`config.mk`:
```
export PLATFORM = sky130hd
export DESIGN_NAME = gh_bisect
export DESIGN_NICKNAME = d
export VERILOG_FILES = /design/src/hw/rtl/gh_pkg.sv /design/src/hw/rtl/gh_bisect.sv
export SDC_FILE = /design/constraint.sdc
export NUM_CORES = 1
export LEC_CHECK = 0
export ABC_AREA = 1
export BUFFER_PORTS_ARGS = -buffer_cell sky130_fd_sc_hd__buf_2
export CAP_MARGIN = 20
export CELL_PAD_IN_SITES_DETAIL_PLACEMENT = 1
export CELL_PAD_IN_SITES_GLOBAL_PLACEMENT = 2
export CORE_ASPECT_RATIO = 1.1
export CORE_MARGIN = 2
export CORE_UTILIZATION = 30
export DETAILED_ROUTE_END_ITERATION = 12
export GPL_TIMING_DRIVEN = 0
export PLACE_DENSITY = 0.92
export SKIP_LAST_GASP = 1
export SYNTH_ARGS = -nofsm -noshare
export SYNTH_HDL_FRONTEND = slang
export SYNTH_SLANG_ARGS = --single-unit
```
`constraint.sdc`:
```
create_clock -name clk -period 21.3 [get_ports clk]
set_clock_uncertainty 0.2 [all_clocks]
set_input_delay 1.065 -clock clk [delete_from_list [all_inputs] [get_ports clk]]
set_output_delay 1.065 -clock clk [all_outputs]
set_load 0.02 [all_outputs]
```
`src/hw/rtl/gh_pkg.sv`:
```
// Shared types, constants and the base32 character lookup for the geohash encoder.
package gh_pkg;

	// Character count field and base32 group size
	localparam int LEN_W       = 4;
	localparam int CHAR_W      = 5;
	localparam int DEFAULT_LEN = 6;

	// Base32 alphabet, first character in the top byte
	localparam logic [8*32-1:0] ALPHABET = "0123456789bcdefghjkmnpqrstuvwxyz";

	// Per-item control that travels alongside the bisection data
	typedef struct packed {
		logic [LEN_W-1:0] len;
		logic             inv;
	} gh_meta_t;

	// Five-bit group to ASCII character
	function automatic logic [7:0] gh_ascii(input logic [CHAR_W-1:0] code);
		return ALPHABET[(5'd31 - code) * 8 +: 8];
	endfunction

endpackage

```
`src/hw/rtl/gh_bisect.sv`:
```
// One bisection step for longitude and latitude, registered.
module gh_bisect import gh_pkg::*; #(
	parameter int FRAC_BITS = 30,
	parameter int MAX_CHARS = 12,
	parameter int STEP      = 1,
	localparam int RW    = FRAC_BITS + 9,
	localparam int NSTEP = (MAX_CHARS * CHAR_W + 1) / 2,
	localparam int NB    = 2 * NSTEP
) (
	input  logic          clk,
	input  logic          arst_n,
	input  logic          v_i,
	output logic          stall_o,
	input  logic [RW-1:0] r_lng_i,
	input  logic [RW-1:0] r_lat_i,
	input  logic [NB-1:0] bits_i,
	input  gh_meta_t      meta_i,
	output logic          v_sk,
	input  logic          stall_i,
	output logic [RW-1:0] r_lng_sk,
	output logic [RW-1:0] r_lat_sk,
	output logic [NB-1:0] bits_sk,
	output gh_meta_t      meta_sk
);

	// Half-width of each interval at this step; exact for the legal fraction sizes
	localparam logic [RW-1:0] LNG_SPAN = RW'(360) << FRAC_BITS;
	localparam logic [RW-1:0] LAT_SPAN = RW'(180) << FRAC_BITS;
	localparam logic [RW-1:0] LNG_H    = LNG_SPAN >> STEP;
	localparam logic [RW-1:0] LAT_H    = LAT_SPAN >> STEP;
	// Longitude bit leads, latitude follows, most significant first
	localparam int LNG_POS = NB - 1 - 2 * (STEP - 1);
	localparam int LAT_POS = LNG_POS - 1;

	logic [RW:0]   d_lng, d_lat;
	logic          b_lng, b_lat;
	logic [RW-1:0] r_lng_n, r_lat_n;
	logic [NB-1:0] bits_n;

	// Strictly above the midpoint: remainder exceeds the half-width
	always_comb begin
		d_lng   = {1'b0, r_lng_i} - {1'b0, LNG_H} - (RW+1)'(1);
		d_lat   = {1'b0, r_lat_i} - {1'b0, LAT_H} - (RW+1)'(1);
		b_lng   = !d_lng[RW];
		b_lat   = !d_lat[RW];
		r_lng_n = b_lng ? (r_lng_i - LNG_H) : r_lng_i;
		r_lat_n = b_lat ? (r_lat_i - LAT_H) : r_lat_i;
		bits_n  = bits_i;
		bits_n[LNG_POS] = b_lng;
		bits_n[LAT_POS] = b_lat;
	end

	assign stall_o = v_sk && stall_i;

	// Stage valid
	always_ff @(posedge clk or negedge arst_n) begin
		if (!arst_n) begin
			v_sk <= 1'b0;
		end else if (!stall_o) begin
			v_sk <= v_i;
		end
	end

	// Stage payload
	always_ff @(posedge clk) begin
		if (v_i && !stall_o) begin
			r_lng_sk <= r_lng_n;
			r_lat_sk <= r_lat_n;
			bits_sk  <= bits_n;
			meta_sk  <= meta_i;
		end
	end

endmodule

```
# After elaboration in Yosys (flattened, before gate mapping)
# Index checks and enable logic that the tools add are counted.
# Widths: inputs -> output; s select.
# classes
addsub	6
n_reduce_logical	5
n_mux	2
# op_table
operator	count
$sub 40x1->40 const B	2
$mux 39	2
$sub 39x37->40 const B	1
$sub 39x38->40 const B	1
$sub 39x37->39 const B	1
$sub 39x38->39 const B	1
$logic_not 1->1	3
$logic_and 1x1->1	2
# word_totals
wordCells	19
output_inout_bits	145
in_bits	147
ff_bits	144

# Logic depth before layout (Yosys ltp)
# logic_depth
ltp_word	3
ltp_mapped	8
mapped_depth_nobuf	8

# Worst setup path after synthesis
# OpenSTA, ideal clock, no wires.
# synth_path
kind	input -> register
startpoint	in stall_i
endpoint	reg bits_sk[0] (enable)
n_path_buf	0
cell_stages	3
setup_time_ps	648
t_required_ps	20452
setup_slack_ps	13252
arrival_ps	7200
cell_sequence	nand2_1 inv_1 nor2_1
# synth_between
elab_chain_cells	3
# synth_lines
item	line	rtl
start, declared	gh_bisect.sv:19	input logic stall_i,
$logic_and 1x1->1	gh_bisect.sv:53	assign stall_o = v_sk && stall_i;
net stall_o	gh_bisect.sv:13	output logic stall_o,
$logic_not 1->1	gh_bisect.sv:66	if (v_i && !stall_o) begin
$logic_and 1x1->1	gh_bisect.sv:66	
end signal, assigned	gh_bisect.sv:69	bits_sk <= bits_n;
end, declared	gh_bisect.sv:22	output logic [NB-1:0] bits_sk,
# The timed path passes the listed nets, and every way through them passes these cells.
# A chain may end at the register's enable or synchronous reset.

# Worst setup path in the final report
# layout_path
startpoint	in stall_i
endpoint	out stall_o
# layout_between
elab_chain_cells	1
# layout_lines
item	line
$logic_and 1x1->1	gh_bisect.sv:53
end, declared	gh_bisect.sv:13
# Every way passes these cells.

==> results.py <==
metrics = {
    "setup_path": {
        "crit_required_ns": 20.03,
        "cp-end-kind": "output port",
        "cp-start-kind": "input pin",
        "worst-setup-path-type": "in2out",
        "arrival_ns": 1.50,
        "cp_max_fo": 2,
        "r2r_start": "v_sk",
        "startpoint": "stall_i",
    },
    "synth": {
        "ys.flop_type": "edfxtp_1",
        "synth_fa_ha_area_frac": 0.00725,
        "ys_ff_latch": 144,
        "syn-num-nets": 464,
        "synth_top_family_by_area": "simple AND/OR/NAND/NOR gates",
        "synth_top_cell_by_area": "edfxtp_1",
        "async_flop_share": 0.00694,
        "synth-compound-area-share": 0.0222,
        "synth_edf_count": 143,
        "yosysWarnings": 0,
        "synth_cell_type_count": 25,
        "synthMuxAreaShare": 0,
        "syn_area_per_cell_um2": 16.5,
        "synth.top_cell.area_share": 0.830,
        "ys_seq_area_frac": 0.834,
        "yosys.area_share.simple": 0.106,
        "netlist_area_um2": 5180,
        "synth_common_cells": "143 x edfxtp_1, 57 x nand2_1, 45 x nor2_1",
        "synth_xor_area_frac": 0.0152,
        "syn_inst": 314,
        "yosysMostFrequentCell": "edfxtp_1",
        "synth.area.top_cells": "edfxtp_1 83%, nand2_1 4.1%, nor2_1 3.3%",
    },
    "clock_tree": {
        "clkLatencyLatePin_ns": 0.40,
        "cts_setup_buffers": 0,
        "cts.sinks": 144,
        "cts_tree": "yes",
        "clkTransAtPathRegs_ns": 0.06,
        "clk_path_buf_depth": 2,
        "clockRootBuffer": "clkbuf_16",
        "ctsHoldBuffers": 0,
        "cts_buffers": 17,
        "ctsResizeCount": 0,
        "htree_levels": 4,
    },
    "sta": {
        "setup_tns_ns": 0,
        "hold_viol": 0,
        "slew_violations": 0,
        "fmax_mhz": 362,
        "rsz0062_at_grt": "false",
        "slew_headroom": 0.728,
        "setup_viol": 0,
        "finalCritPeriodShare": 0.130,
        "min_period_ns": 2.76,
        "tightest_slew_ns": 0.405,
    },
    "outcome": {
        "status": "finished, final reports clean",
    },
    "job": {
        "max_cap_violations": 0,
    },
    "route": {
        "drtPass1Iterations": 4,
        "ant_nets": 0,
        "drcViolationCount": 0,
        "viasPerCell": 4.30,
        "vias": 3743,
        "drt_wl_total_mm": 14.6,
        "drt_iter0_drc": 99,
        "wl_per_cell_um": 16.8,
    },
    "grt": {
        "antenna_found_initial": 0,
        "grt_pass1_wl_mm": 21.5,
        "grt_usage": 0.156,
        "grt_pass1_vias": 3955,
        "overflow": 0,
        "grt_max_degree": 39,
    },
    "floorplan": {
        "ios": 292,
        "dieHeight_um": 142,
        "initial_core_util": 0.305,
        "num_rows": 50,
        "dieWidth_um": 129,
        "core_um2": 17000,
        "die-area_um2": 18300,
    },
    "worst_hold_path": {
        "hold_path_class": "in2async",
    },
    "place": {
        "place_hpwl_mm": 11.7,
        "port_buffers": 287,
        "finalWeightedCongestion": 0.841,
    },
    "power": {
        "comb_power_share": 0.110,
        "p_leak_uw": 0.00325,
        "power.switching_uw": 171,
        "p_seq_frac": 0.485,
        "p_int_uw": 521,
        "irDropWorstVdd_uv": 52.0,
        "p_clk_frac": 0.406,
        "powerDensity_nw_per_um2": 91.7,
        "swShare": 0.247,
    },
    "cells_and_area": {
        "drive_above_1_share": 0.532,
        "n_antenna_cell": 0,
        "fin_util": 0.446,
        "syn2layout_area_growth_pct": 46.0,
        "fin_nets": 774,
    },
}
power groups by stage:
stage	Sequential (µW)	Clock [µW]	Combinational [µW]
final	336	281	76.0
after global routing	337	299	82.4
after CTS	336	289	77.0
after detailed placement	342	0	76.7
after global placement	346	0	71.3
after floorplan	366	0	16.6
registers in the layout, indices dropped and copies added, names as in the netlist:
register  flops
meta_sk       5
r_lat_sk     39
bits_sk      60
r_lng_sk     39
v_sk          1
per-stage QoR:
step	setup slack, ns	total power [µW]	hold WS [ns]	cell area [µm²]	instances
2_1_floorplan	13.25	383	0.400	5180	314
3_3_place_gp	11.24	417	0.269	6910	835
3_5_place_dp	18.54	418	0.389	6990	839
4_1_cts	18.54	702	0.214	7550	871
5_1_grt	18.48	719	0.210	7550	871
6_report	18.54	693	0.236	7550	871
per-layer routing:
layer	global-route usage	share of wire
met1	0.161	0.36
met3	0.0547	0.085
met4	0.0755	0.028
met2	0.281	0.53
met5	0	0
layout by cell type, fill, tap and decap left out, types with 4 or more instances in the layout:
cell type and instances:
nand2_1 57, nor2_1 44, inv_6 4, xor2_1 6
clkbuf_16 17, edfxtp_1 143, inv_1 16, nand3_1 14
o21ai_0 4, clkinv_2 4, buf_12 4, buf_2 288
logic make-up (layout without fill, tap and decap cells):
kind of cell / Yosys count / count (layout)
flip-flops: 144 / 144
AO/OA/AOI/OAI: 12 / 12
AND/OR/NAND/NOR: 127 / 127
XOR/XNOR: 9 / 9
buffers and inverters: 19 / 342
adder cells (fa/ha/maj): 3 / 3
worst paths after layout:
kind / endpoint / slack [ns] / cells past startpoint
max in group asynchronous: v_sk / 20.57 / 1
worst min register to register: v_sk / 0.39 / 2
worst max register to register: r_lng_sk[38] / 19.31 / 5
worst min-delay path: v_sk / 0.24 / 1
min in group clk: v_sk / 0.39 / 2
worst max-delay path: stall_o / 18.54 / 4
critical path: stages:
cell     delay, ns
buf_2         0.08
nand2_1       0.06
inv_1         0.11
buf_2         0.18
cell type report:
| type | count | area, µm² |
|---|---|---|
| fillers | 1830 | 9400 |
| repair buffers | 291 | 1520 |
| well taps | 234 | 293 |
| flip-flops and latches | 144 | 4320 |
| clock inverters | 14 | 133 |
| plain buffers | 2 | 12.5 |
| multi-input cells | 151 | 787 |
| clock buffers | 18 | 429 |
| inverters | 17 | 65.1 |
Note: power is estimated with default switching activity, not from simulation.
