--- config.mk ---
export PLATFORM = sky130hd
export DESIGN_NAME = gh_prep
export DESIGN_NICKNAME = d
export VERILOG_FILES = /design/src/hw/rtl/gh_pkg.sv /design/src/hw/rtl/gh_prep.sv
export SDC_FILE = /design/constraint.sdc
export NUM_CORES = 1
export LEC_CHECK = 0
export ABC_AREA = 1
export BUFFER_PORTS_ARGS = -buffer_cell sky130_fd_sc_hd__buf_2
export CAP_MARGIN = 20
export CORE_ASPECT_RATIO = 0.8
export CORE_MARGIN = 1
export CORE_UTILIZATION = 40
export CTS_CLUSTER_DIAMETER = 30
export DETAILED_ROUTE_END_ITERATION = 12
export GPL_ROUTABILITY_DRIVEN = 0
export PLACE_DENSITY = 0.72
export SLEW_MARGIN = 10
export SYNTH_ARGS = -nofsm -noshare
export SYNTH_HDL_FRONTEND = slang
export SYNTH_SLANG_ARGS = --single-unit
--- constraint.sdc ---
create_clock -name clk -period 4.4 [get_ports clk]
set_input_delay 0.22 -clock clk [delete_from_list [all_inputs] [get_ports clk]]
set_output_delay 0.22 -clock clk [all_outputs]
set_load 0.02 [all_outputs]
--- src/hw/rtl/gh_pkg.sv ---
// Shared types, constants and the base32 character lookup for the geohash encoder.
package gh_pkg;

	// Character count field and base32 group size
	localparam int LEN_W       = 4;
	localparam int CHAR_W      = 5;
	localparam int DEFAULT_LEN = 6;

	// Base32 alphabet, first character in the top byte
	localparam logic [8*32-1:0] ALPHABET = "0123456789bcdefghjkmnpqrstuvwxyz";

	// Per-item control that travels alongside the bisection data
	typedef struct packed {
		logic [LEN_W-1:0] len;
		logic             inv;
	} gh_meta_t;

	// Five-bit group to ASCII character
	function automatic logic [7:0] gh_ascii(input logic [CHAR_W-1:0] code);
		return ALPHABET[(5'd31 - code) * 8 +: 8];
	endfunction

endpackage

--- src/hw/rtl/gh_prep.sv ---
// Input stage: range check, length resolution and offset of both coordinates.
module gh_prep import gh_pkg::*; #(
	parameter int FRAC_BITS = 30,
	parameter int MAX_CHARS = 12,
	localparam int RW = FRAC_BITS + 9
) (
	input  logic                  clk,
	input  logic                  arst_n,
	input  logic                  in_valid,
	output logic                  in_stall,
	input  logic signed [38:0]    latitude,
	input  logic signed [39:0]    longitude,
	input  logic [LEN_W-1:0]      length_req,
	output logic                  v_s1,
	input  logic                  stall_i,
	output logic [RW-1:0]         r_lng_s1,
	output logic [RW-1:0]         r_lat_s1,
	output gh_meta_t              meta_s1
);

	localparam int CW = FRAC_BITS + 10;
	localparam logic signed [CW-1:0] LNG_HALF = CW'(180) <<< FRAC_BITS;
	localparam logic signed [CW-1:0] LAT_HALF = CW'(90) <<< FRAC_BITS;
	localparam logic [LEN_W-1:0] DEF_LEN =
		LEN_W'((DEFAULT_LEN > MAX_CHARS) ? MAX_CHARS : DEFAULT_LEN);

	logic signed [CW-1:0] lng_w, lat_w, lng_off, lat_off;
	logic                 coord_ok, len_ok;
	gh_meta_t             meta_n;

	// Offset each coordinate so its interval starts at zero
	always_comb begin
		lng_w    = CW'(longitude);
		lat_w    = CW'(latitude);
		lng_off  = lng_w + LNG_HALF;
		lat_off  = lat_w + LAT_HALF;
		coord_ok = (lng_w >= -LNG_HALF) && (lng_w <= LNG_HALF) &&
		           (lat_w >= -LAT_HALF) && (lat_w <= LAT_HALF);
		len_ok   = (length_req != '0) && (length_req <= LEN_W'(MAX_CHARS));
		meta_n.len = len_ok ? length_req : DEF_LEN;
		meta_n.inv = !coord_ok;
	end

	assign in_stall = v_s1 && stall_i;

	// Stage valid
	always_ff @(posedge clk or negedge arst_n) begin
		if (!arst_n) begin
			v_s1 <= 1'b0;
		end else if (!in_stall) begin
			v_s1 <= in_valid;
		end
	end

	// Stage payload
	always_ff @(posedge clk) begin
		if (in_valid && !in_stall) begin
			r_lng_s1 <= lng_off[RW-1:0];
			r_lat_s1 <= lat_off[RW-1:0];
			meta_s1  <= meta_n;
		end
	end

endmodule

# --- After elaboration in Yosys (flattened, before gate mapping) ---
# Index checks and enable logic that the tools add are counted.
# W data, S select, Z words.
totals:
  register_bits: 84
  latch_bits: 0
  mem_bits_rw: 0
  mem_bits_ro: 0
  in_bits: 87
  wordCells: 21
  mem_count: 0
op_classes:
  add_sub_neg: 2
  n_mul: 0
  div_mod_pow: 0
  n_lt_le_gt_ge: 5
  n_eq_ne: 0
  n_shift: 0
  mux: 0
  n_bitwise: 0
  n_reduce_logical: 9
ops:
  columns: ["operator", "n"]
  rows:
  - ["$ge A40 B39 Y1 const B", 1]
  - ["$le A40 B39 Y1 const B", 1]
  - ["$add A39 B38 Y39 const B", 1]
  - ["$add A39 B39 Y39 const B", 1]
  - ["$ge A39 B38 Y1 const B", 1]
  - ["$le A39 B38 Y1 const B", 1]
  - ["$logic_and A1 B1 Y1", 6]
  - ["$le A4 B4 Y1 const B", 1]
  - ["$reduce_bool A4 Y1", 1]
  - ["$logic_not A1 Y1", 2]

# --- Longest topological paths before layout ---
depth:
  depth_word: 5
  mapped_depth: 11
  mapped_depth_nobuf: 11

# --- Worst setup path after synthesis ---
# Ideal clock, no wire load.
synth_path:
  kind: "flip-flop to flip-flop"
  from: "reg v_s1"
  to: "reg meta_s1[0] in the netlist's numbering, enable pin"
  setup_time_ns: 0.525
  t_arrival_ns: 4.143
  required_ns: 3.875
  setup_slack_ns: -0.269
  path_stages_with_launch: 4
  path_buffers: 0
  synth_period_minus_slack_ns: 4.669
  path_cell_list: "dfrtp_1 > nand2_1 > inv_1 > nor2_1"
synth_between:
  elab_chain_len: 3
synth_lines:
  columns: ["item", "line_no", "source"]
  rows:
  - ["from (decl)", "gh_prep.sv:14", "output logic v_s1,"]
  - ["from (signal assigned)", "gh_prep.sv:51", "v_s1 <= in_valid;"]
  - ["$logic_and A1 B1 Y1", "gh_prep.sv:44", "assign in_stall = v_s1 && stall_i;"]
  - ["net in_stall", "gh_prep.sv:10", "output logic in_stall,"]
  - ["$logic_not A1 Y1", "gh_prep.sv:57", "if (in_valid && !in_stall) begin"]
  - ["$logic_and A1 B1 Y1", "gh_prep.sv:57", null]
  - ["to (signal assigned)", "gh_prep.sv:60", "meta_s1 <= meta_n;"]
  - ["to (decl)", "gh_prep.sv:18", "output gh_meta_t meta_s1"]
# The timed path passes the listed nets, and every way through them passes these cells.
# A chain may end at the register's enable or synchronous reset.

# --- Final worst setup path ---
layout_path:
  from: "reg v_s1"
  to: "reg r_lat_s1[37], enable pin"
layout_between:
  elab_chain_len: 3
layout_lines:
  columns: ["item", "line_no", "source"]
  rows:
  - ["$logic_and A1 B1 Y1", "gh_prep.sv:44", null]
  - ["$logic_not A1 Y1", "gh_prep.sv:57", null]
  - ["$logic_and A1 B1 Y1", "gh_prep.sv:57", null]
  - ["to (signal assigned)", "gh_prep.sv:59", "r_lat_s1 <= lat_off[RW-1:0];"]
  - ["to (decl)", "gh_prep.sv:17", "output logic [RW-1:0] r_lat_s1,"]
# No other way between the ends.

==> run_results.csv <==
group,metric,value,unit
run_status,run_status,"complete, no violations",
clocking,ctsRootBufferMaster,"sky130_fd_sc_hd__clkbuf_8",
final_layout,area_of_all_sequential_standard_cells,2517,µm²
floorplanning,die_area,8592,µm²
global_route,vias_in_the_first_global_route,2253,
sta,finalHoldViolations,0,
sta,setup_viol_count_final,0,
place,place.detailed.hpwl,5.359,mm
worst_setup_path,worst_ep_required_time,4.37,ns
place,port_buffers,171,
min_path,hp-start,"longitude[0]",
global_route,busiest_layer,"met2",
global_route,overflow,0,
sta,period_share,0.4122,
route,wire_per_inst,12.79,µm
final_layout,num-fill-cells,696,
route,ant_nets,0,
final_layout,final_cells,544,
worst_setup_path,critPathArrivalTime,1.78,ns
final_layout,mostFrequentLayoutCells,"sky130_fd_sc_hd__buf_2, sky130_fd_sc_hd__edfxtp_1, sky130_fd_sc_hd__nand2_1",
floorplanning,floorplan.initialDensity,0.4140,
route,via_per_inst,4.399,
clocking,cts_tree,"yes",
sta,rsz0062_at_grt,"false",
final_layout,layout.cells.most_common,"sky130_fd_sc_hd__buf_2",
sta,setup-tns-final,0,ns
pwr,power.ir.vdd_worst,0.0002060,V
synth,synth_top_area_share,0.7577,
final_layout,drive_above_1_share,0.4335,
worst_setup_path,worst_setup_path_start_kind,"flip-flop",
sta,max_slew_margin,0.3217,
synth,ys_warn_count,0,
worst_setup_path,critPathCaptureType,"flip-flop",
route,drc,0,
synth,synthesis.area,3289,µm²
floorplanning,number_of_i_o_pins,172,
worst_setup_path,crit_reg_reg_startpoint,"v_s1",
route,routed-via-count,2393,
run,drv_cap,0,
pwr,clkPwrFrac,0.294,
pwr,combPwrFrac,0.133,
final_layout,number_of_nets_at_the_end_of_the_flow,524,
sta,timing.final.max_slew_violations,0,
place,dp_cells,527,
pwr,power.internal,0.001225,W
floorplanning,fp.dieH,83.11,µm
place,total_placed_instance_area,4295,µm²
synth,yosys.area.top_type,"sky130_fd_sc_hd__edfxtp_1",
pwr,netSwitchingFraction,0.2601,
final_layout,layout_overhead_on_the_synthesized_area,36.21,%
global_route,gr-usage-met3,0.07744,
floorplanning,fp.coreArea,7946,µm²
min_path,timing.hold.worst.class,"primary input to flip-flop",
clocking,cts_max_level,3,
clocking,worst_skew_pair.late_latency,0.35,ns
synth,synth.top_cells.by_area,"sky130_fd_sc_hd__edfxtp_1, sky130_fd_sc_hd__nand2_1, sky130_fd_sc_hd__nor2_1",
worst_setup_path,cp_slowest_stage_delay,0.78,ns
global_route,grt_use_total,0.1682,
final_layout,post-route-util,0.5638,
final_layout,multi_input_area,648.1,µm²
pwr,seqPwrFrac,0.573,
route,dr.first_iter.drc_count,48,
sta,timing.final.crit_period,1.813,ns
route,drt_first_pass_iters,4,
synth,synth-seq-cells,84,
worst_setup_path,crit_type,"flip-flop to flip-flop",
worst_setup_path,critical-path-slowest-cell,"sky130_fd_sc_hd__buf_4",
clocking,worst_setup_hold_path_clk_slew,0.09,ns
synth,synthCells,247,
synth,postSynthNetCount,340,
clocking,max-clock-path-buffers,2,
global_route,grt_first_pass_wirelength,10.62,mm
clocking,numCtsBuffers,9,
pwr,leakage,2.023,nW
global_route,maximum_number_of_pins_on_one_net_before_global_route_repair,84,
synth,ys_seq_area_frac,0.7653,
pwr,power_per_cell_area,369.5,nW/µm²
floorplanning,rows,29,
synth,yosys.cell_types.count,20,
floorplanning,die_width,103.4,µm
route,routed_wirelength,6.958,mm
worst_setup_path,highest_fanout_seen_on_the_critical_path,83,
worst_setup_path,worstPathCellList,"nand2_1 > inv_1 > nor2_4 > buf_4",
clocking,clock_sinks,84,
sta,max_freq,551.4,MHz
sta,worst_clock_skew,0.007323,ns
worst_setup_path,startpoint,"v_s1",
synth,synth_area_per_cell,13.32,µm²
sta,max_slew.worst_pin.slew,1.017,ns
global_route,grt_antenna_before_repair,2,
global_route,gr-usage-met1,0.1822,
global_route,grt_use_met2,0.2793,
pwr,p_total,0.001655,W
final_layout,antenna_cells,0,
pwr,netSwitchingPower,0.0004306,W
final_layout,fin_area,4481,µm²
==> repair_timing <==
| item | CTS | global route |
|---|---|---|
| setup buffers | 0 | 0 |
| hold buffers | 1 | 0 |
| resized for setup | 0 | 0 |
| endpoints found under the hold margin | 1 | 0 |
==> through the flow <==
step | worst slack (ns) | hold slack [ns]
final | 2.587 | 0.05286
after global routing | 2.453 | 0.02429
after CTS | 2.577 | 0.03593
after detailed placement | 2.586 | 0.004979
after global placement | 2.649 | -0.005410
after floorplan | 1.130 | -0.07559
==> cells in the mapped netlist <==
library cell	instances
sky130_fd_sc_hd__edfxtp_1	83
sky130_fd_sc_hd__nand2_1	44
sky130_fd_sc_hd__nor2_1	43
sky130_fd_sc_hd__inv_1	34
sky130_fd_sc_hd__xor2_1	8
sky130_fd_sc_hd__ha_1	6
sky130_fd_sc_hd__a21oi_1	5
sky130_fd_sc_hd__a21boi_0	3
sky130_fd_sc_hd__o21ai_0	3
sky130_fd_sc_hd__xnor2_1	3
sky130_fd_sc_hd__and2_1	2
sky130_fd_sc_hd__nand3_1	2
sky130_fd_sc_hd__nand4_1	2
sky130_fd_sc_hd__nor3_1	2
sky130_fd_sc_hd__o21ai_1	2
sky130_fd_sc_hd__a21o_1	1
sky130_fd_sc_hd__dfrtp_1	1
sky130_fd_sc_hd__inv_2	1
sky130_fd_sc_hd__nor3_2	1
sky130_fd_sc_hd__o21bai_1	1
==> worst paths after layout <==
| path | to | slack (ns) | cells past startpoint |
|---|---|---|---|
| max | r_lat_s1[37] | 2.59 | 4 |
| min | r_lng_s1[0] | 0.05 | 1 |
| max reg2reg | r_lat_s1[37] | 2.59 | 4 |
| min reg2reg | v_s1 | 0.54 | 2 |
| max in group asynchronous | v_s1 | 4.11 | 2 |
| min in group asynchronous | v_s1 | 0.20 | 2 |
==> logic make-up after synthesis <==
family | after synthesis | share of synthesized area
and+or+nand+nor | 96 | 0.1160
DFF | 84 | 0.7653
buffers and inverters | 35 | 0.03994
AOI/OAI and AO/OA | 15 | 0.02662
xor gates and xnor gates | 11 | 0.02929
adders and majority gates | 6 | 0.02282
==> sequential cells by signal, summed over array words and instances (netlist names) <==
signal and cells:
meta_s1 5, r_lng_s1 39, r_lat_s1 39, v_s1 1
==> area by class of cell <==
class | instances | area share
clock buffer | 10 | 0.02848
clock inverter | 6 | 0.01061
inverter | 35 | 0.02932
multi-input combinational | 128 | 0.1447
sequential | 84 | 0.5619
tap | 108 | 0.03016
timing repair buffer | 173 | 0.1949
==> power by group through the flow <==
stage                     registers (W)  clock network (W)  logic [W]
after floorplan                 0.00103                  0  0.0000534
after global placement         0.000966                  0   0.000216
after detailed placement       0.000967                  0   0.000222
after CTS                      0.000949           0.000502   0.000222
after global routing           0.000953           0.000534   0.000241
final                          0.000948           0.000487   0.000220
==> critical path, delay by kind of cell, from the launching register on <==
| kind | cells | cell delay (ns) |
|---|---|---|
| buffers and inverters | 2 | 0.85 |
| DFF | 1 | 0.38 |
| and+or+nand+nor | 2 | 0.16 |
==> metal layers <==
metal / wire length [µm] / up-vias / part of all wire
li1: - / 1190 / -
met2: 3360 / 109 / 0.48
met5: 17 / - / 0.0024
met1: 2784 / 1078 / 0.40
met4: 148 / 2 / 0.021
met3: 647 / 14 / 0.093
No activity file was read; power rests on OpenSTA's default activity.
