===== config.mk =====
export PLATFORM = sky130hd
export DESIGN_NAME = gh_serial
export DESIGN_NICKNAME = d
export VERILOG_FILES = /design/src/hw/rtl/gh_pkg.sv /design/src/hw/rtl/gh_serial.sv
export SDC_FILE = /design/constraint.sdc
export NUM_CORES = 1
export LEC_CHECK = 0
export BUFFER_PORTS_ARGS = -buffer_cell sky130_fd_sc_hd__buf_2
export CAP_MARGIN = 20
export CORE_MARGIN = 2
export CORE_UTILIZATION = 55
export DETAILED_ROUTE_END_ITERATION = 10
export PLACE_DENSITY = 0.8
export SLEW_MARGIN = 20
export SYNTH_ARGS = -nofsm -noshare
export SYNTH_HDL_FRONTEND = slang
export SYNTH_SLANG_ARGS = --single-unit
export TNS_END_PERCENT = 100

===== constraint.sdc =====
create_clock -name clk -period 4.3 [get_ports clk]
set_clock_uncertainty 0.15 [all_clocks]
set_input_delay 0.86 -clock clk [delete_from_list [all_inputs] [get_ports clk]]
set_output_delay 0.86 -clock clk [all_outputs]
set_load 0.01 [all_outputs]

===== src/hw/rtl/gh_pkg.sv =====
// Shared types, constants and the base32 character lookup for the geohash encoder.
package gh_pkg;

	// Character count field and base32 group size
	localparam int LEN_W       = 4;
	localparam int CHAR_W      = 5;
	localparam int DEFAULT_LEN = 6;

	// Base32 alphabet, first character in the top byte
	localparam logic [8*32-1:0] ALPHABET = "0123456789bcdefghjkmnpqrstuvwxyz";

	// Per-item control that travels alongside the bisection data
	typedef struct packed {
		logic [LEN_W-1:0] len;
		logic             inv;
	} gh_meta_t;

	// Five-bit group to ASCII character
	function automatic logic [7:0] gh_ascii(input logic [CHAR_W-1:0] code);
		return ALPHABET[(5'd31 - code) * 8 +: 8];
	endfunction

endpackage


===== src/hw/rtl/gh_serial.sv =====
// Character serialiser: one base32 character per beat from a finished bit string.
module gh_serial import gh_pkg::*; #(
	parameter int MAX_CHARS = 12,
	localparam int NSTEP = (MAX_CHARS * CHAR_W + 1) / 2,
	localparam int NB    = 2 * NSTEP
) (
	input  logic          clk,
	input  logic          arst_n,
	input  logic          v_i,
	output logic          stall_o,
	input  logic [NB-1:0] bits_i,
	input  gh_meta_t      meta_i,
	output logic          out_valid,
	input  logic          out_stall,
	output logic [7:0]    hash_char,
	output logic          last,
	output logic          invalid
);

	logic             item_v_q;
	logic [NB-1:0]    item_bits_q;
	gh_meta_t         item_meta_q;
	logic [LEN_W-1:0] idx_q;

	logic             emit, final_grp, load;
	logic [7:0]       char_n;

	// Next character and hand-over
	always_comb begin
		emit      = item_v_q && (!out_valid || !out_stall);
		final_grp = item_meta_q.inv || (idx_q == item_meta_q.len - LEN_W'(1));
		char_n    = item_meta_q.inv ? 8'd0 : gh_ascii(item_bits_q[NB-1 -: CHAR_W]);
		load      = v_i && (!item_v_q || (emit && final_grp));
	end

	assign stall_o = item_v_q && !(emit && final_grp);

	// Control: item holder and output beat
	always_ff @(posedge clk or negedge arst_n) begin
		if (!arst_n) begin
			item_v_q  <= 1'b0;
			idx_q     <= '0;
			out_valid <= 1'b0;
		end else begin
			if (load) begin
				item_v_q <= 1'b1;
				idx_q    <= '0;
			end else if (emit) begin
				if (final_grp) begin
					item_v_q <= 1'b0;
				end else begin
					idx_q <= idx_q + LEN_W'(1);
				end
			end
			if (emit) begin
				out_valid <= 1'b1;
			end else if (!out_stall) begin
				out_valid <= 1'b0;
			end
		end
	end

	// Payload: bit string shifts one group per character
	always_ff @(posedge clk) begin
		if (load) begin
			item_bits_q <= bits_i;
			item_meta_q <= meta_i;
		end else if (emit) begin
			item_bits_q <= item_bits_q << CHAR_W;
		end
		if (emit) begin
			hash_char <= char_n;
			last      <= final_grp;
			invalid   <= item_meta_q.inv;
		end
	end

	// Checks
	a_inv_last: assert property (@(posedge clk) disable iff (!arst_n)
		out_valid && invalid |-> last && (hash_char == 8'd0))
		else $error("invalid beat not single and zero");
	a_len_legal: assert property (@(posedge clk) disable iff (!arst_n)
		item_v_q |-> (item_meta_q.len != '0) && (item_meta_q.len <= LEN_W'(MAX_CHARS)))
		else $error("held length out of range");
	a_idx_bound: assert property (@(posedge clk) disable iff (!arst_n)
		item_v_q |-> (idx_q < item_meta_q.len))
		else $error("character index past length");
	a_last_frees: assert property (@(posedge clk) disable iff (!arst_n)
		emit && final_grp && !load |=> !item_v_q)
		else $error("holder kept item after last character");

endmodule


# Word level (Yosys, flattened, before mapping)
# Cells that the tools add are included.
# op_classes
add_sub_neg	3
n_eq_ne	3
n_reduce_logical	15
muxes	10
shifts	1
# ops
cell	n
variable part select 256 x 33 -> 8 bit, first input constant	1
2-to-1 mux 60 bit	2
2-to-1 mux 4 bit	3
subtractor 5 x 5 -> 6 bit, first input constant	1
2-to-1 mux 1 bit	5
adder 4 x 1 -> 4 bit, second input constant	1
== test 4 bit	1
logical AND 1 bit	4
logical NOT 1 bit	4
!= test 2 x 1 -> 1 bit, second input constant	2
AND reduction 2 bit	2
nonzero test 2 bit	2
subtractor 4 x 1 -> 4 bit, second input constant	1
logical OR 1 bit	3
# totals
wordCells	41
output_inout_bits	12
regBits	81

# Depth between registers and ports, before layout
# Gate-level depths: netlist (run 1).
# depth
ltp_word	8
depth_mapped	9

# Worst setup path before layout (run 1)
# No wires, ideal clock.
# synth_path
kind	input -> register
startpoint	input port out_stall
endpoint	register item_bits_q[0] (enable)
path_stages	2
t_arrival_ns	3.150
required_ns	3.729
path_buffers	0
setup_slack_ns	0.578
cell_sequence	a21boi_0 -> or2_1
# synth_via
elab_chain_len	7
# synth_lines
item	line_no	rtl
start: declaration	gh_serial.sv:14	input logic out_stall,
logical NOT 1 bit *	n/a	
logical OR 1 bit *	gh_serial.sv:30	emit = item_v_q && (!out_valid || !out_stall);
logical AND 1 bit *	gh_serial.sv:30	
logical AND 1 bit	gh_serial.sv:33	load = v_i && (!item_v_q || (emit && final_grp));
logical OR 1 bit	gh_serial.sv:33	
logical AND 1 bit	gh_serial.sv:33	
nonzero test 2 bit (no source line) *	n/a	
end signal: assignment	gh_serial.sv:66	item_bits_q <= bits_i;
end signal: assignment	gh_serial.sv:69	item_bits_q <= item_bits_q << CHAR_W;
end: declaration	gh_serial.sv:21	logic [NB-1:0] item_bits_q;
# Every way passes the cells marked *; elsewhere a longest branch is shown, timed or not.
# A chain may end at the register's enable or synchronous reset.

# Worst setup path after layout (run 1)
# layout_path
startpoint	register item_meta_q[1] (netlist name)
endpoint	register item_bits_q[6] (data pin)
# layout_via
elab_chain_len	7
# layout_lines
item	line_no	rtl
start: declaration	gh_serial.sv:22	gh_meta_t item_meta_q;
start signal: assignment	gh_serial.sv:67	item_meta_q <= meta_i;
subtractor 4 x 1 -> 4 bit	gh_serial.sv:31	final_grp = item_meta_q.inv || (idx_q == item_meta_q.len - LEN_W'(1));
== test 4 bit	gh_serial.sv:31	
logical OR 1 bit	gh_serial.sv:31	
logical AND 1 bit	gh_serial.sv:33	
logical OR 1 bit	gh_serial.sv:33	
logical AND 1 bit	gh_serial.sv:33	
2-to-1 mux 60 bit	gh_serial.sv:65	if (load) begin
# No other way between the ends.

==> results of run 1 <==
cells in the mapped netlist (2+ instances only):
library cell,instances
xnor2_1,3
nor2_1,10
xor2_1,4
and2_1,6
edfxtp_1,74
mux2_1,3
clkbuf_1,2
mux2_4,52
or2_1,2
buf_12,6
mux2i_1,2
dfrtp_1,6
inv_1,9
o211ai_1,2
and3_1,3
nand3_1,3
ha_1,5
nand4_1,2
nand2_1,6
a211oi_1,2
o21ai_0,2
a21oi_1,6
cells in the final DEF (no fill, tap or decap), types with 2 or more instances in the layout:
cell | synthesis | layout
dfrtp_1 | 6 | 6
o211ai_1 | 2 | 2
mux2i_1 | 2 | 2
a21oi_1 | 6 | 6
ha_1 | 5 | 5
clkinv_1 | 0 | 3
and2_1 | 6 | 6
nand2_1 | 6 | 6
o21ai_0 | 2 | 2
nand3_1 | 3 | 3
nand4_1 | 2 | 2
nor2_1 | 10 | 10
buf_4 | 1 | 4
mux2_1 | 3 | 3
a211oi_1 | 2 | 2
clkinvlp_4 | 0 | 2
xor2_1 | 4 | 4
bufinv_16 | 0 | 2
and3_1 | 3 | 3
edfxtp_1 | 74 | 74
xnor2_1 | 3 | 3
buf_2 | 1 | 79
inv_1 | 9 | 9
clkbuf_8 | 0 | 9
mux2_4 | 52 | 52
cell type report:
| class | instances | area share, % |
|---|---|---|
| multi-input cells | 130 | 29.8 |
| inverters | 9 | 0.750 |
| clock buffers | 9 | 2.75 |
| clock inverters | 7 | 1.92 |
| flip-flops and latches | 80 | 52.6 |
| repair buffers | 83 | 9.44 |
| well taps | 96 | 2.67 |
final timing paths:
| check | cells past startpoint | slack (ns) | end | start |
|---|---|---|---|---|
| min in group clk | 1 | 0.38 | item_bits_q[5]$_DFFE_PP_ | item_bits_q[0]$_SDFFCE_PP0P_ |
| setup reg to reg | 8 | 1.06 | item_bits_q[6]$_DFFE_PP_ | item_meta_q[1]$_DFFE_PN_ |
| hold / removal | 1 | 0.17 | idx_q[3]$_DFFE_PN0P_ | arst_n |
| setup / recovery | 8 | 1.06 | item_bits_q[6]$_DFFE_PP_ | item_meta_q[1]$_DFFE_PN_ |
| hold reg to reg | 1 | 0.38 | item_bits_q[5]$_DFFE_PP_ | item_bits_q[0]$_SDFFCE_PP0P_ |
| max in group asynchronous | 1 | 3.68 | out_valid$_DFFE_PN0P_ | arst_n |
worst max-delay path, cell delays in order, from the launching register on:
cell      delay, ns
edfxtp_1       0.39
inv_1          0.06
ha_1           0.30
xor2_1         0.19
nand3_2        0.13
o211ai_4       0.22
and3_4         0.46
buf_4          0.67
mux2_1         0.39
state kept, by name (all words and copies together) (netlist names):
register and flops:
hash_char 7, idx_q 4, invalid 1, item_bits_q 60, item_meta_q 5, item_v_q 1, last 1, out_valid 1
power by group:
group          internal (W)  switching (W)
combinational      0.000289       0.000208
clock              0.000321       0.000264
sequential          0.00107      0.0000851
total               0.00168       0.000557
through the flow:
step                      setup WS (ns)  cell area [um2]
after floorplan                   0.578             3900
after CTS                          1.04             4510
after detailed placement           1.05             4300
after global placement             1.12             4300
final                              1.06             4510
after global routing              0.872             4510
kinds of logic (layout without fill, tap and decap cells):
logic type	after synthesis	count (layout)	synth area share [%]
simple gates	40	40	5.64
flops	80	80	60.8
compound gates	19	19	3.59
buf+inv	20	108	4.75
other cells	1	1	0.0961
xor+xnor	8	8	2.15
mux	57	57	21.4
fa+ha+maj	5	5	1.60
routing by layer:
metal	global-route usage [%]	share of wire, %	vias up
met3	6.72	6.7	10
li1	-	-	1022
met1	21.6	43	1025
met2	26.2	48	76
met5	0	0	-
met4	7.02	1.9	0
==> results.md, run 1 <==
- Status: finished clean
- Worst EP required: 4.25 ns
- Residual DRC: 0
- Tcrit/Tclk final: 75.4%
- Slew margin rel.: 49.7%
- Syn Std Cell Area: a little under 0.004 mm2
- All-Layer GR Usage: between 15 and 20%
- Number of max-cap violations: 0
- Detailed-route via count: roughly 2100
- H-tree level count: 3
- Synth async-reset ratio: about 7.5%
- Post_cts resized: 0
- Hold Vio Cnt, Final: 0
- Drt pass-1 iters: 4
- Synth area leader: edfxtp_1
- Drt via density: between 5 and 6
- Clock sink count: 80
- Root Buffer: clkbuf_8
- Yosys reg bits: 80
- Die Wd: 88.2 um
- Area occupied by multi-input gates: approximately 0.0013 mm2
- Layout cells sized above 1: 48.1%
- First-pass GRT wire length: slightly below 10000 um
- Tot Pwr: ~0.0022 W
- Initial core utilization: 57.1%
- Total congestion overflow: 0
- Largest net degree at the start of global routing: 49
- Sequential share of the synthesized area: 60.8%
- RePlAce Congestion: 0.936
- Hold WS: between 0.15 and 0.2 ns
- Clock Path Buffers: 2
- Post-synth EDFFs: 74
- Worst min path class: input port to asynchronous set/reset pin
- Synth area leaders: edfxtp_1 (57%), mux2_4 (20%), dfrtp_1 (3.8%)
- Antenna-violating nets left: 0
- HPWL after detailed placement: around 4300 um
- Power density over the cells: between 400 and 500 mW/mm2
- Port buffer count: 79
- Final setup fails: 0
- Pins Over Slew Limit: 0
- Avg Inst Size Synth: between 15 and 20 um2
- Setup crit end kind: flip-flop
- Antenna Cells: 0
- Clk_lat worst skew: 0.34 ns
- Filler cells: slightly above 500
- Post-synth cell types: between 40 and 50
- DRT iter0 DRCs: around 140
- Initial antenna violation count: 0
- Area Overhead vs Synth: 15.5%
- Post-CTS Setup Inserts: 0
- Syn Nets: about 300
- Yosys warning count: 0
- Avg WL per Cell: about 15 um
- CTS clk-pin slew, worst paths: approximately 0.080 ns
- Storage cell area: ~0.0024 mm2
- Crit path launch type: flip-flop
- Vias in the first global route: 2039
- Worst path arrival time: about 3.2 ns
- Nets: 387
- Max VDD drop: 259 uV
- Core area: between 0.006 and 0.007 mm2
- Worst-margin pin slew: approximately 0.75 ns
- Share of the synthesized area in the top cell type: ~57%
- Die height: 88.2 um
- IO Count: a little over 80
- RSZ-0062 raised after global routing: no
- Fmax achieved: roughly 0.31 GHz
- Num rows: 30
- Fin crit period: between 3 and 4 ns
- Placed cell count: between 300 and 400
- Final wirelength: between 6000 and 7000 um
- Die area: a little under 0.008 mm2
- P_leak: approximately 1.9 nW
- CTS Buf Count: 9
- Setup TNS: 0 ns
- CP max FO: 48
- Final core utilization: 66.0%
- Crit path kind: flip-flop to flip-flop
- TritonCTS clock tree: done
- Cell Count, Final, Fillers Out: around 410
- Synth Flop Type: edfxtp_1
- Syn Inst Count: 230
- Cts-stage hold buffer count: 0
Note: power is estimated with default switching activity, not from simulation.
==> run 2, diff against run 1 <==
Settings changed: CORE_UTILIZATION 55 to 49, PLACE_DENSITY 0.8 to 0.75.
Clock period 4.3 ns to 2.8 ns, I/O delays scaled along.
==> results.md, run 2 (synthesis results as in run 1) <==
- Status: finished clean
- Largest net degree at the start of global routing: 34 (-31%)
- Residual DRC: 0 (unchanged)
- Layout cells sized above 1: 49.1% (+0.96 points)
- Post-route cell area: 0.00457 mm2 (+1.4%)
- All-Layer GR Usage: 15.2% (-1.8 points)
- Final setup fails: 0 (unchanged)
- CP Depth: 7 (-1)
- Slew margin rel.: 64.5% (+15 points)
- Drt via density: 4.92 (-4.4%)
- Clock Path Buffers: 2 (unchanged)
- Worst-margin pin slew: 0.528 ns (-0.226 ns)
- Detailed-route via count: 2088 (-2.1%)
- Max reg flops: 60 (unchanged)
- Die Wd: 93.2 um (+5.7%)
- Vias in the first global route: 2161 (+6.0%)
- TritonCTS clock tree: done
- Commonest non-fill, non-tap cell in the layout: buf_2
- DP Area: 0.00438 mm2 (+2.0%)
- Tcrit/Tclk final: between 90% and 100%
- Setup TNS: 0 ns (unchanged)
- Crit path launch type: flip-flop
- Hold Startpoint: meta_i[4]
- Initial core utilization: 50.5% (-6.6 points)
- Commonest cells after routing, fill and taps aside: buf_2 (79), edfxtp_1 (74), mux2_4 (52)
- Number of max-cap violations: 0 (unchanged)
- Reg2reg start: item_meta_q[1]$_DFFE_PN_
- Nets: 391 (+1.0%)
- P_leak: 1.93 nW (+1.2%)
- Worst reg2reg path depth: 8 (unchanged)
- CTS clk-pin slew, worst paths: 0.08 ns (about the same)
- Initial antenna violation count: 0 (unchanged)
- Die height: 93.2 um (+5.7%)
- Core area: 0.00773 mm2 (+13%)
- Worst min path class: input port to flip-flop
- Critical path's top delay family: flip-flops
- Sum of buffers and inverters on the critical path: 2 (unchanged)
- Area Overhead vs Synth: 17.1%
- Avg WL per Cell: 14.4 um (-3.6%)
- Fin crit period: approximately 2.6 ns
- Drt pass-1 iters: 4 (unchanged)
- Clock sink count: 80 (unchanged)
- Slowest CP cell: edfxtp_1
- Power density over the cells: 724 mW/mm2 (+46%)
- Top flop regs: item_bits_q x60, hash_char x7, item_meta_q x5
- Crit path kind: flip-flop to output pin
- Hold Vio Cnt, Final: 0 (unchanged)
- Die area: 0.00869 mm2 (+12%)
- RSZ-0062 raised after global routing: no
- Most flops, register: item_bits_q
- CP max FO: 4 (-92%)
- Port buffer count: 79 (unchanged)
- Placed cell count: 406 (+2.0%)
- Total congestion overflow: 0 (unchanged)
- First-pass GRT wire length: 10100 um (+3.7%)
- IO Count: 81 (unchanged)
- Antenna-violating nets left: 0 (unchanged)
- Worst EP required: 2.09 ns (-2.16 ns)
- RePlAce Congestion: 0.915 (-2.2%)
- H-tree level count: 3 (unchanged)
- Final wirelength: 6110 um (-1.3%)
- Clk_lat worst skew: 0.34 ns (about the same)
- HPWL after detailed placement: 4190 um (-1.9%)
- DRT iter0 DRCs: 84 (-39%)
- Hold Path End: item_meta_q[4]$_DFFE_PN_
- Hold Path Cell Cnt: 1
- Pins Over Slew Limit: 0 (unchanged)
- R2r setup slk: 0.22 ns (-0.84 ns)
- Final core utilization: 59.1% (-6.8 points)
- Num rows: 32 (+6.7%)
- Cell Count, Final, Fillers Out: 424 (+2.4%)
- CTS Buf Count: 9 (unchanged)
- CP Cell Sequence: inv_1 -> ha_1 -> xor2_1 -> and3_1 -> a21oi_2 -> o21a_1 -> buf_2
- Fmax achieved: 0.380 GHz
- Setup crit end kind: output pin
- Max VDD drop: 383 uV (+48%)
- Root Buffer: clkbuf_8
- Worst path arrival time: 1.92 ns (-1.27 ns)
- CP peak stage delay: 0.40 ns (-0.27 ns)
- Antenna Cells: 0 (unchanged)
- RR Endpoint: item_bits_q[59]$_DFFE_PP_
[run 2: cell type report]
type | count | area, um2
multi-input cells | 130 | 1350
inverters | 9 | 33.8
clock buffers | 11 | 131
well taps | 102 | 128
fillers | 613 | 3160
flip-flops and latches | 80 | 2370
clock inverters | 5 | 33.8
repair buffers | 87 | 520
[run 2: metrics by stage]
stage | setup WS, ns | total power (W) | hold WS [ns]
floorplan | 0.0377 | 0.00242 | 0.114
global placement | 0.259 | 0.00258 | 0.239
detailed placement | 0.165 | 0.00261 | 0.240
CTS | 0.0712 | 0.00335 | 0.221
global route | 0.0456 | 0.00350 | 0.212
finish | 0.168 | 0.00331 | 0.239
[run 2: worst max-delay path by stage]
stage                        startpoint                      endpoint  slack [ns]
6_report       item_meta_q[1]$_DFFE_PN_                       stall_o        0.17
5_1_grt        item_meta_q[2]$_DFFE_PN_                       stall_o        0.05
3_5_place_dp   item_meta_q[1]$_DFFE_PN_     item_bits_q[59]$_DFFE_PP_        0.17
2_1_floorplan  item_meta_q[1]$_DFFE_PN_  item_bits_q[0]$_SDFFCE_PP0P_        0.04
3_3_place_gp   item_meta_q[1]$_DFFE_PN_     item_bits_q[59]$_DFFE_PP_        0.26
4_1_cts        item_meta_q[1]$_DFFE_PN_                       stall_o        0.07
[run 2: power breakdown]
part	switching (W)	internal (W)	total, W	leakage (nW)
clock network	0.000399	0.000321	0.000719	0.0793
logic	0.000327	0.000482	0.000809	1.05
registers	0.000133	0.00165	0.00178	0.807
[run 2: layer usage]
metal	up-vias	part of all wire, %	track usage [%]
met3	8	8.1	6.53
met2	66	48	24.3
met1	982	42	18.5
met4	0	1.1	5.27
li1	1032	-	-
met5	-	0	0
[run 2: repair_timing]
action	in CTS	in global routing
hold endpoints to repair	6	0
gates resized for setup	1	0
hold buffers	1	0
setup buffers	0	1
endpoints found under the setup margin	1	1
==> run 3, diff against run 2 <==
Settings changed: ABC_AREA set to 1, CORE_UTILIZATION 49 to 50, PLACE_DENSITY 0.75 to 0.77.
==> results.md, run 3 <==
- Status: finished clean
- All-Layer GR Usage: 18.4% (+3.2 points)
- Residual DRC: 0 (unchanged)
- Fin crit period: 2.69 ns (+0.0614 ns)
- Setup crit end kind: output pin
- H-tree level count: 3 (unchanged)
- Crit path launch type: flip-flop
- R2r setup slk: 0.36 ns (+0.14 ns)
- IO Count: 81 (unchanged)
- Num rows: 32 (unchanged)
- Power density over the cells: 723 mW/mm2 (about the same)
- Drt pass-1 iters: 4 (unchanged)
- Layout cells sized above 1: 31.2% (-18 points)
- Post-Synth Simple-Gate Area: 30.0% (+24 points)
- Largest net degree at the start of global routing: 39 (+15%)
- Largest family of logic cells by synthesized area: simple AND/OR/NAND/NOR gates
- CP Depth: 13 (+6)
- Placed cell count: 564 (+39%)
- Root Buffer: clkbuf_8
- Fmax achieved: 0.371 GHz (-2.3%)
- Most frequent cell after synthesis: nand2_1
- Slowest CP cell: edfxtp_1
- Most flops, register: item_bits_q
- Avg Inst Size Synth: 10.2 um2 (-40%)
- Synth Flop Type: edfxtp_1
- DP Area: 0.00444 mm2 (+1.3%)
- Max reg flops: 60 (unchanged)
- Clk_lat worst skew: 0.34 ns (about the same)
- Antenna-violating nets left: 0 (unchanged)
- Synth async-reset ratio: 7.50% (unchanged)
- CP max FO: 4 (unchanged)
- Synth Area in Adders: 1.56% (-0.044 points)
- Post-synth cell types: 26 (-38%)
- RePlAce Congestion: 0.871 (-4.8%)
- Worst EP required: 2.09 ns (about the same)
- Crit path capture: stall_o
- HPWL after detailed placement: 5320 um (+27%)
- Sum of buffers and inverters on the critical path: 4 (+2)
- Yosys reg bits: 80 (unchanged)
- Clock sink count: 80 (unchanged)
- P_leak: 2.20 nW (+14%)
- Die height: 93.6 um (+0.35%)
- Number of max-cap violations: 0 (unchanged)
- Core area: 0.00777 mm2 (+0.52%)
- Post-synth EDFFs: 74 (unchanged)
- Detailed-route via count: 2930 (+40%)
- CTS Buf Count: 9 (unchanged)
- Sequential share of the synthesized area: 59.1% (-1.6 points)
- Critical path's top delay family: simple AND/OR/NAND/NOR gates
- Syn Inst Count: 395 (+72%)
- TritonCTS clock tree: done
- Reg2reg start: item_meta_q[1]$_DFFE_PN_
- CTS clk-pin slew, worst paths: 0.07 ns (about the same)
- Max VDD drop: 403 uV (+5.0%)
- Mux cell area share after synthesis: 0% (-21 points)
- Worst-margin pin slew: 0.516 ns (-0.0126 ns)
- Syn Std Cell Area: 0.00401 mm2 (+2.8%)
- Hold Vio Cnt, Final: 0 (unchanged)
- Initial antenna violation count: 0 (unchanged)
- Total congestion overflow: 0 (unchanged)
- Worst path arrival time: 1.98 ns (+0.06 ns)
- Die Wd: 93.6 um (+0.35%)
- Tot Pwr: 0.00337 W (+2.0%)
- Final setup fails: 0 (unchanged)
- Commonest non-fill, non-tap cell in the layout: nand2_1
- Slew margin rel.: 65.6% (+1.2 points)
- Pins Over Slew Limit: 0 (unchanged)
- CP peak stage delay: 0.45 ns (+0.05 ns)
- Clock Path Buffers: 2 (unchanged)
- Tcrit/Tclk final: 96.2% (+2.2 points)
- Final wirelength: 7630 um (+25%)
- RR Endpoint: item_bits_q[22]$_DFFE_PP_
- First-pass GRT wire length: 12400 um (+23%)
- Final worst setup slack: 0.106 ns (-0.0614 ns)
- Vias in the first global route: 2802 (+30%)
- Syn Nets: 469 (+54%)
- Yosys warning count: 0 (unchanged)
- Commonest cells after routing, fill and taps aside: nand2_1 (148), buf_2 (79), edfxtp_1 (74)
- Post-route cell area: 0.00466 mm2 (+2.1%)
- DRT iter0 DRCs: 235 (+180%)
- Die area: 0.00876 mm2 (+0.71%)
- Area Overhead vs Synth: 16.3%
- Antenna Cells: 0 (unchanged)
- Port buffer count: 79 (unchanged)
- Nets: 550 (+41%)
- Synth area leader: edfxtp_1
- Drt via density: 5.03 (+2.1%)
- Crit path top cell by count: nand2_4
- Top post-synthesis cells by count: nand2_1 (149), edfxtp_1 (74), nand3_1 (32)
- Top flop regs: item_bits_q x60, hash_char x7, item_meta_q x5
- Compound-Gate Fraction of Synth Area: 1.97% (-1.6 points)
- Synth Area in XOR/XNOR: 0.218% (-1.9 points)
- Worst reg2reg path depth: 14 (+6)
- DP Worst Slack: 0.309 ns (+0.144 ns)
- Avg WL per Cell: 13.1 um (-9.2%)
- Worst min path class: input port to flip-flop
- Cell Count, Final, Fillers Out: 583 (+38%)
- CP Cell Sequence: inv_2 -> ha_4 -> nand2_1 -> inv_1 -> nor2_1 -> nand2_1 -> nor2_1 -> nand2_2 -> nand2_4 -> nand2_4 -> nand2_4 -> inv_1 -> buf_2
- Share of the synthesized area in the top cell type: 55.4% (-1.5 points)
- Initial core utilization: 51.6% (+1.1 points)
- CP startpoint: item_meta_q[1]$_DFFE_PN_
- Crit path kind: flip-flop to output pin
- Synth area leaders: edfxtp_1 (55%), nand2_1 (14%), nand3_2 (7.5%)
[run 3: cell types whose count changed in the layout (fill, tap and decap cells not counted), moves of 4 or more]
cell and delta:
buf_12 -4, mux2_4 -52, nand3_2 +29, nand2_4 +5, nand2_2 +4, nand2_1 +142, inv_2 +5, nand3_1 +29
inv_1 +14, nor2_1 +9, and2_1 -6, buf_4 +7
[run 3: power breakdown]
part           total [W]  internal [W]  leakage (nW)  switching (W)
registers        0.00181       0.00169         0.827       0.000120
clock network   0.000803      0.000409         0.100       0.000394
logic           0.000762      0.000277          1.27       0.000486
[run 3: metrics by stage]
stage                     utilization [%]  hold slack, ns  TNS (ns)
after floorplan                         -           0.114         0
after global placement               57.2           0.244         0
after global routing                 60.1           0.216  -0.00635
after detailed placement             57.2           0.245         0
final                                60.1           0.242         0
after CTS                            59.7           0.223         0
[run 3: timing repair]
action,4_1_cts,5_1_grt
hold buffers,1,0
endpoints found under the setup margin,0,1
gates resized for setup,0,1
hold endpoints to repair,6,0
buffers inserted,0,2
[run 3: worst min path at each step]
stage,from,end,cells past startpoint
after floorplan,arst_n,idx_q[0]$_DFFE_PN0P_,0
after global placement,arst_n,out_valid$_DFFE_PN0P_,1
after detailed placement,arst_n,out_valid$_DFFE_PN0P_,1
after CTS,meta_i[3],item_meta_q[3]$_DFFE_PN_,1
after global routing,meta_i[3],item_meta_q[3]$_DFFE_PN_,1
final,meta_i[3],item_meta_q[3]$_DFFE_PN_,1
[run 3: routing by layer]
layer / routed length, um / up-vias / part of all wire [%] / GRT usage [%]
met3: 439 / 13 / 5.8 / 4.27
met2: 3800 / 97 / 50 / 29.3
met4: 181 / 0 / 2.4 / 8.33
met1: 3210 / 1344 / 42 / 24.2
li1: - / 1476 / - / -
met5: 0 / - / 0 / 0
[run 3: final cells by class]
cell class	count	area [um2]
Clock buffer	10	128
Clock inverter	6	58.8
Fill cell	661	3100
Inverter	29	109
Multi-Input combinational cell	266	1380
Sequential cell	80	2370
Tap cell	102	128
Timing Repair Buffer	90	493
[run 3: cells by family after synthesis]
logic type,Yosys count
xor gates and xnor gates,1
and+or+nand+nor,245
AOI/OAI and AO/OA,14
adders and majority gates,5
DFF,80
buffers and inverters,49
other,1
